[src/sv/plfk_pkg.sv]
package plfk_pkg;

  localparam int CordicSteps = 16;
  localparam int AngW = 20;   // Q16 angle, holds +-4.0 * 2^16 plus margin
  localparam int CsW = 19;    // sin/cos Q16 with CORDIC gain margin
  localparam int LenW = 14;
  localparam int PosW = 16;
  localparam int AccW = 20;   // unsaturated position accumulator
  localparam int CfgIdxW = 2;

  localparam logic [CfgIdxW-1:0] RegThigh = 2'd0;
  localparam logic [CfgIdxW-1:0] RegShin  = 2'd1;
  localparam logic [CfgIdxW-1:0] RegFoot  = 2'd2;

  localparam logic signed [AngW-1:0] Q16Pi     = 20'sd205887;
  localparam logic signed [AngW-1:0] Q16HalfPi = 20'sd102944;
  localparam logic signed [CsW-1:0]  CordicStart = 19'sd39797;

  localparam logic [LenW-1:0] ThighReset = 14'd4480;
  localparam logic [LenW-1:0] ShinReset  = 14'd4480;
  localparam logic [LenW-1:0] FootReset  = 14'd960;

  localparam int QueueDepth = 4;

  typedef struct packed {
    logic signed [PosW-1:0] hip_x;
    logic signed [PosW-1:0] hip_y;
    logic signed [PosW-1:0] hip_angle;
    logic signed [PosW-1:0] knee_angle;
    logic signed [PosW-1:0] ankle_angle;
  } pose_t;

  typedef struct packed {
    logic signed [PosW-1:0] knee_x;
    logic signed [PosW-1:0] knee_y;
    logic signed [PosW-1:0] ankle_x;
    logic signed [PosW-1:0] ankle_y;
    logic signed [PosW-1:0] foot_x;
    logic signed [PosW-1:0] foot_y;
  } legpos_t;

  function automatic logic signed [AngW-1:0] atan_q16(input int i);
    case (i)
      0: atan_q16 = 20'sd51472;
      1: atan_q16 = 20'sd30386;
      2: atan_q16 = 20'sd16055;
      3: atan_q16 = 20'sd8150;
      4: atan_q16 = 20'sd4091;
      5: atan_q16 = 20'sd2047;
      6: atan_q16 = 20'sd1024;
      7: atan_q16 = 20'sd512;
      8: atan_q16 = 20'sd256;
      9: atan_q16 = 20'sd128;
      10: atan_q16 = 20'sd64;
      11: atan_q16 = 20'sd32;
      12: atan_q16 = 20'sd16;
      13: atan_q16 = 20'sd8;
      14: atan_q16 = 20'sd4;
      default: atan_q16 = 20'sd2;
    endcase
  endfunction

  function automatic logic signed [PosW-1:0] sat16(input logic signed [AccW-1:0] v);
    if (v > $signed({{(AccW-PosW){1'b0}}, 16'h7fff})) sat16 = 16'sh7fff;
    else if (v < $signed({{(AccW-PosW){1'b1}}, 16'h8000})) sat16 = 16'sh8000;
    else sat16 = v[PosW-1:0];
  endfunction

endpackage

[src/sv/plfk_queue.sv]
// Small FIFO between the input front and the kinematics back end.
module plfk_queue #(
  parameter int Width = 80,
  parameter int Depth = plfk_pkg::QueueDepth
) (
  input  logic             clk,
  input  logic             rst,
  input  logic             wr_valid,
  output logic             wr_ready,
  input  logic [Width-1:0] wr_data,
  output logic             rd_valid,
  input  logic             rd_ready,
  output logic [Width-1:0] rd_data
);
  localparam int PtrW = (Depth > 1) ? $clog2(Depth) : 1;

  logic [Width-1:0] mem [Depth];
  logic [PtrW-1:0] wr_ptr, rd_ptr;
  logic [PtrW:0] count;
  logic do_wr, do_rd;

  assign wr_ready = (count != Depth[PtrW:0]);
  assign rd_valid = (count != '0);
  assign rd_data = mem[rd_ptr];
  assign do_wr = wr_valid && wr_ready;
  assign do_rd = rd_valid && rd_ready;

  // store incoming word
  always_ff @(posedge clk) begin
    if (do_wr) mem[wr_ptr] <= wr_data;
  end

  // advance pointers
  always_ff @(posedge clk) begin
    if (rst) begin
      wr_ptr <= '0;
      rd_ptr <= '0;
      count <= '0;
    end else begin
      if (do_wr) wr_ptr <= (wr_ptr == PtrW'(Depth - 1)) ? '0 : wr_ptr + 1'b1;
      if (do_rd) rd_ptr <= (rd_ptr == PtrW'(Depth - 1)) ? '0 : rd_ptr + 1'b1;
      count <= count + {{PtrW{1'b0}}, do_wr} - {{PtrW{1'b0}}, do_rd};
    end
  end
endmodule

[config.mk]
export PLATFORM = sky130hd
export DESIGN_NAME = plfk_queue
export DESIGN_NICKNAME = d
export VERILOG_FILES = /design/src/sv/plfk_pkg.sv /design/src/sv/plfk_queue.sv
export SDC_FILE = /design/constraint.sdc
export NUM_CORES = 1
export LEC_CHECK = 0
export CORE_MARGIN = 2
export CORE_UTILIZATION = 45
export CTS_CLUSTER_SIZE = 28
export DETAILED_ROUTE_END_ITERATION = 6
export DONT_BUFFER_PORTS = 1
export PLACE_DENSITY = 0.57
export REMOVE_ABC_BUFFERS = 1
export SETUP_SLACK_MARGIN = 0.5
export SLEW_MARGIN = 20
export SYNTH_ARGS = -nofsm -noshare
export SYNTH_HDL_FRONTEND = slang
export SYNTH_SLANG_ARGS = --single-unit
[constraint.sdc]
create_clock -name clk -period 5.9 [get_ports clk]
set_input_delay 0.295 -clock clk [delete_from_list [all_inputs] [get_ports clk]]
set_output_delay 0.295 -clock clk [all_outputs]
set_load 0.1 [all_outputs]
-- Word-level counts from Yosys, hierarchy flattened
Memory sizes are Yosys's and may differ from the RTL's. A register that Yosys moved wholly into a read port is not among the register bits.
Cells that the tools add are included.
- flip-flop bits (word level): 7
- latch bits: 0
- RAM bits: 320
- memory bits (read-only): 0
- input bits: 84
- output and inout bits: 82
- word-level logic and storage cells: 20
- memories kept: 1
- memories (name ; words ; bits a word ; rd ports ; clocked after memory_dff ; wr ports ; line ; RTL):
    mem ; 4 ; 80 ; 1 ; 1 ; 1 ; plfk_queue.sv:17 ; logic [Width-1:0] mem [Depth];
- add/subtract/negate cells: 4
- multipliers: 0
- div/mod/pow operators: 0
- magnitude comparators: 0
- equality and inequality tests: 3
- shifts and indexed selects: 0
- multiplexer cells: 6
- bitwise operators: 0
- reduce and logical (&&, ||, !) cells: 3
- operators with widths (kind ; number):
    $mux W2 ; 4
    $add A2 B1 Y2 const B ; 2
    $eq A2 B2 Y1 const B ; 2
    $add A3 B1 Y3 ; 1
    $ne A3 B3 Y1 const B ; 1
    $reduce_bool A3 Y1 ; 1
    $sub A3 B1 Y3 ; 1
    $logic_and A1 B1 Y1 ; 2
    $mux W1 ; 2

-- Depth between registers and ports, before layout
- word-level depth: 4
- gate-level depth with buffers: 11
- mapped depth without buffers: 10

-- Least setup slack after synthesis
Ideal clock, no wire load.
- path type: register -> register
- from: reg count[1]
- to: mem mem[2][0], enable pin
- library setup time: 0.448 ns
- arrival: 2.741 ns
- data required time: 5.452 ns
- setup slack: 2.711 ns
- stages on the path, launching flop included: 4
- buffers on the path: 1
- path through: dfxtp_1 -> or3b_1 -> buf_6 -> and3_1
- word-level cells in the longest chain between the ends: 4
- RTL lines (element ; line ; RTL):
    start, declared ; plfk_queue.sv:19 ; logic [PtrW:0] count;
    start signal, assigned ; plfk_queue.sv:42 ; count <= count + {{PtrW{1'b0}}, do_wr} - {{PtrW{1'b0}}, do_rd};
    $ne A3 B3 Y1 ; plfk_queue.sv:22 ; assign wr_ready = (count != Depth[PtrW:0]);
    named net wr_ready ; plfk_queue.sv:9 ; output logic wr_ready,
    $logic_and A1 B1 Y1 ; plfk_queue.sv:25 ; assign do_wr = wr_valid && wr_ready;
    $mux W1 ; plfk_queue.sv:30 ; if (do_wr) mem[wr_ptr] <= wr_data;
    $mux W1 (implied by the code) ; plfk_queue.sv:30 ;
    end, declared ; plfk_queue.sv:17 ;
The timed path passes the listed nets, and every way through them passes these cells.

-- Worst setup path after layout
- from: reg count[1]
- to: mem mem[1][69], enable pin
The elaborated chain is that of the path after synthesis.

==> flow_summary_export.csv <==
group,metric,value,unit
run_status,violations,"design-rule violations",
clocking,cts_made_buffers,35,
floorplan,placementRows,59,
synth,synthCells,467,
pwr,switching_share,41.38,%
setup_path,arrival,3.33,ns
setup_path,crit_fanout,43,
setup_path,start_kind,"flop",
timing,clock_skew,0.008348,ns
timing,final_hold_viol_count,0,
synth,synth_area_per_cell,25.70,um^2
finish,multi_input_area,2095,um^2
pwr,power.leakage,4.516,nW
job,cap_violations,0,
clocking,clk_pin_slew,0.06,ns
synth,ys_seq_area_share,81.57,%
clocking,cts_resized,0,
floorplan,die_w,167.3,um
finish,drive_gt1_share,24.37,%
synth,synth_top_area_cell,"edfxtp_1",
route,vias,5075,
pwr,power.switching,3.263,mW
route,ant_nets,0,
clocking,h-tree-depth,2,
place,hpwl,12.23,mm
clocking,cts_tree,"built",
pwr,peakVddDrop,0.0004057,V
synth,ys.warnings.count,0,
timing,hold_slack,0.1288,ns
timing,rsz0062_at_grt,"no",
global_routing,grt_pass1_vias,5618,
hold_path,hp-start,"rd_ready",
finish,fillers,1991,
synth,ys_types,28,
hold_path,hold_depth,3,
clocking,cts_root_buf,"clkbuf_16",
floorplan,core-area,26130,um^2
global_routing,antenna_found_initial,2,
pwr,p_comb_share,36.0,%
timing,max_slew_margin,24.10,%
place,gp_congestion,0.7644,
synth,synth_edf_count,320,
pwr,power_density,550.2,nW/um^2
synth,async_flop_share,0,%
pwr,intPower,4.622,mW
hold_path,hp-class,"input port to flop",
route,vias_per_cell,5.434,
global_routing,grt_max_degree,72,
finish,layout.nets,665,
timing,worstMarginPinSlew,1.139,ns
timing,slew_viol_final,0,
setup_path,end_kind,"flop",
route,drc_errors,10,
pwr,clock_power_share,26.8,%
synth,synth.top_cell.area_share,80.07,%
floorplan,initial_core_util,45.93,%
route,drt-initial-drc-count,318,
setup_path,reg2reg_depth,3,
route,dr.pass1.iters,6,
place,port_buffers,0,
timing,tns,0,ns
timing,period_minus_slack,3.215,ns
synth,synthFlopType,"edfxtp_1",
clocking,clk_path_buf_depth,3,
finish,syn_to_final_growth,19.40,%
finish,regArea,9797,um^2
synth,synthTopCellsByArea,"edfxtp_1 (80%), mux4_2 (15%), dfxtp_1 (1.5%)",
setup_path,r2r_setup_slack,2.68,ns
timing,fmax,311.0,MHz
synth,yosysMostFrequentCell,"edfxtp_1",
clocking,clk_latency,0.50,ns
synth,netlist_area,12000,um^2
timing,finalCritPeriodShare,54.49,%
global_routing,gr-usage-all-layers,15.73,%
route,post_drt_wl_per_cell,23.07,um
synth,ys_seq_elements,329,
setup_path,cp.required,6.02,ns
floorplan,die_area,27990,um^2
clocking,clkSinkCount,329,
floorplan,die_h,167.3,um
synth,netlist_top_cells_count,"edfxtp_1 (320), mux4_2 (80), clkbuf_1 (9), dfxtp_1 (9), buf_4 (8)",
pwr,seq_power_share,37.2,%
setup_path,r2r-end,"mem[1][69]",
place,dp.cells,789,
floorplan,io_pins,166,
global_routing,overflow,0,
route,wl,21.55,mm
timing,final-setup-viol-count,0,
setup_path,r2r-start,"count[1]",
global_routing,grt_pass1_wl,33.35,mm
finish,stdcell_count,934,
run_status,status,"finished, violations left",
finish,diodes,0,
setup_path,criticalPathCategory,"flop to flop",
[per-layer routing]
layer  wire [um]  track usage [%]
met1        8370            19.46
met2       11170            27.06
met3        1514            4.372
met4         473            5.104
met5          23                0
[state kept, by name, indices dropped and copies added, names as in the netlist, named ones only]
signal and cells:
mem 320, count 3, rd_ptr 2, wr_ptr 2
[cells in the final DEF (no fill, tap or decap), types with 2 or more instances in the layout]
cell,count
clkbuf_1,10
nor2_1,3
edfxtp_1,320
nand2b_1,2
bufinv_16,3
mux2i_1,2
clkbuf_16,37
clkinv_1,4
dfxtp_4,2
dlygate4sd3_1,82
clkinv_2,6
inv_1,5
ha_1,7
and3_4,4
or3_1,2
buf_4,6
mux4_2,80
dfxtp_1,7
[layout make-up]
cell class                 count  share of cell area (%)
clock buffer                  47                   6.723
clock inverter                16                   1.118
inverter                       5                  0.1310
multi-input combinational    113                   14.62
sequential                   329                   68.37
tap                          335                   2.925
timing repair buffer          89                   6.121
[cells by family (layout without fill, tap and decap cells)]
group	after synthesis	count (layout)	share of synthesized area, %
AO/OA/AOI/OAI	4	4	0.2502
XOR/XNOR	1	1	0.07299
adder cells (fa/ha/maj)	8	8	0.8966
buffers and inverters	25	157	1.116
flip-flops	329	329	81.57
multiplexers	82	82	15.18
AND/OR/NAND/NOR	18	18	0.9175
[power groups by stage]
stage | Sequential [mW] | Clock (mW) | Combinational, mW
final | 2.93 | 2.11 | 2.84
after detailed placement | 2.99 | 0 | 2.81
after CTS | 2.94 | 2.17 | 2.88
after global routing | 2.96 | 2.26 | 2.93
after floorplan | 3.07 | 0 | 2.46
after global placement | 2.97 | 0 | 2.80
[worst max-delay path: stages (launching register included)]
cell and delay, ns:
dfxtp_1 0.44, or3b_1 0.91, and3_4 0.76, buf_4 0.67
[stage by stage]
| step | setup slack, ns | util (%) | cell area, um^2 | power, mW |
|---|---|---|---|---|
| 3_5_place_dp | 2.671 | 47.38 | 12380 | 5.801 |
| 5_1_grt | 2.521 | 54.84 | 14330 | 8.150 |
| 6_report | 2.685 | 54.84 | 14330 | 7.885 |
| 3_3_place_gp | 2.726 | 47.38 | 12380 | 5.771 |
| 2_1_floorplan | 1.273 | - | 11890 | 5.533 |
| 4_1_cts | 2.640 | 54.82 | 14330 | 7.992 |
[how the worst max path moves through the flow]
stage | startpoint | to | slack, ns | depth (start not counted)
after CTS | count[1] | mem[1][69] | 2.64 | 3
after global routing | count[1] | mem[1][59] | 2.52 | 3
after floorplan | flop | rd_data[0] | 1.27 | 1
final | count[1] | mem[1][69] | 2.68 | 3
after detailed placement | count[1] | mem[1][9] | 2.67 | 3
after global placement | count[1] | mem[2][51] | 2.73 | 3
[repair_timing]
item	4_1_cts	5_1_grt
setup endpoints to repair	0	0
hold buffers	82	0
setup buffers	0	0
hold endpoints to repair	329	0
Power figures use the tool's default switching activity.
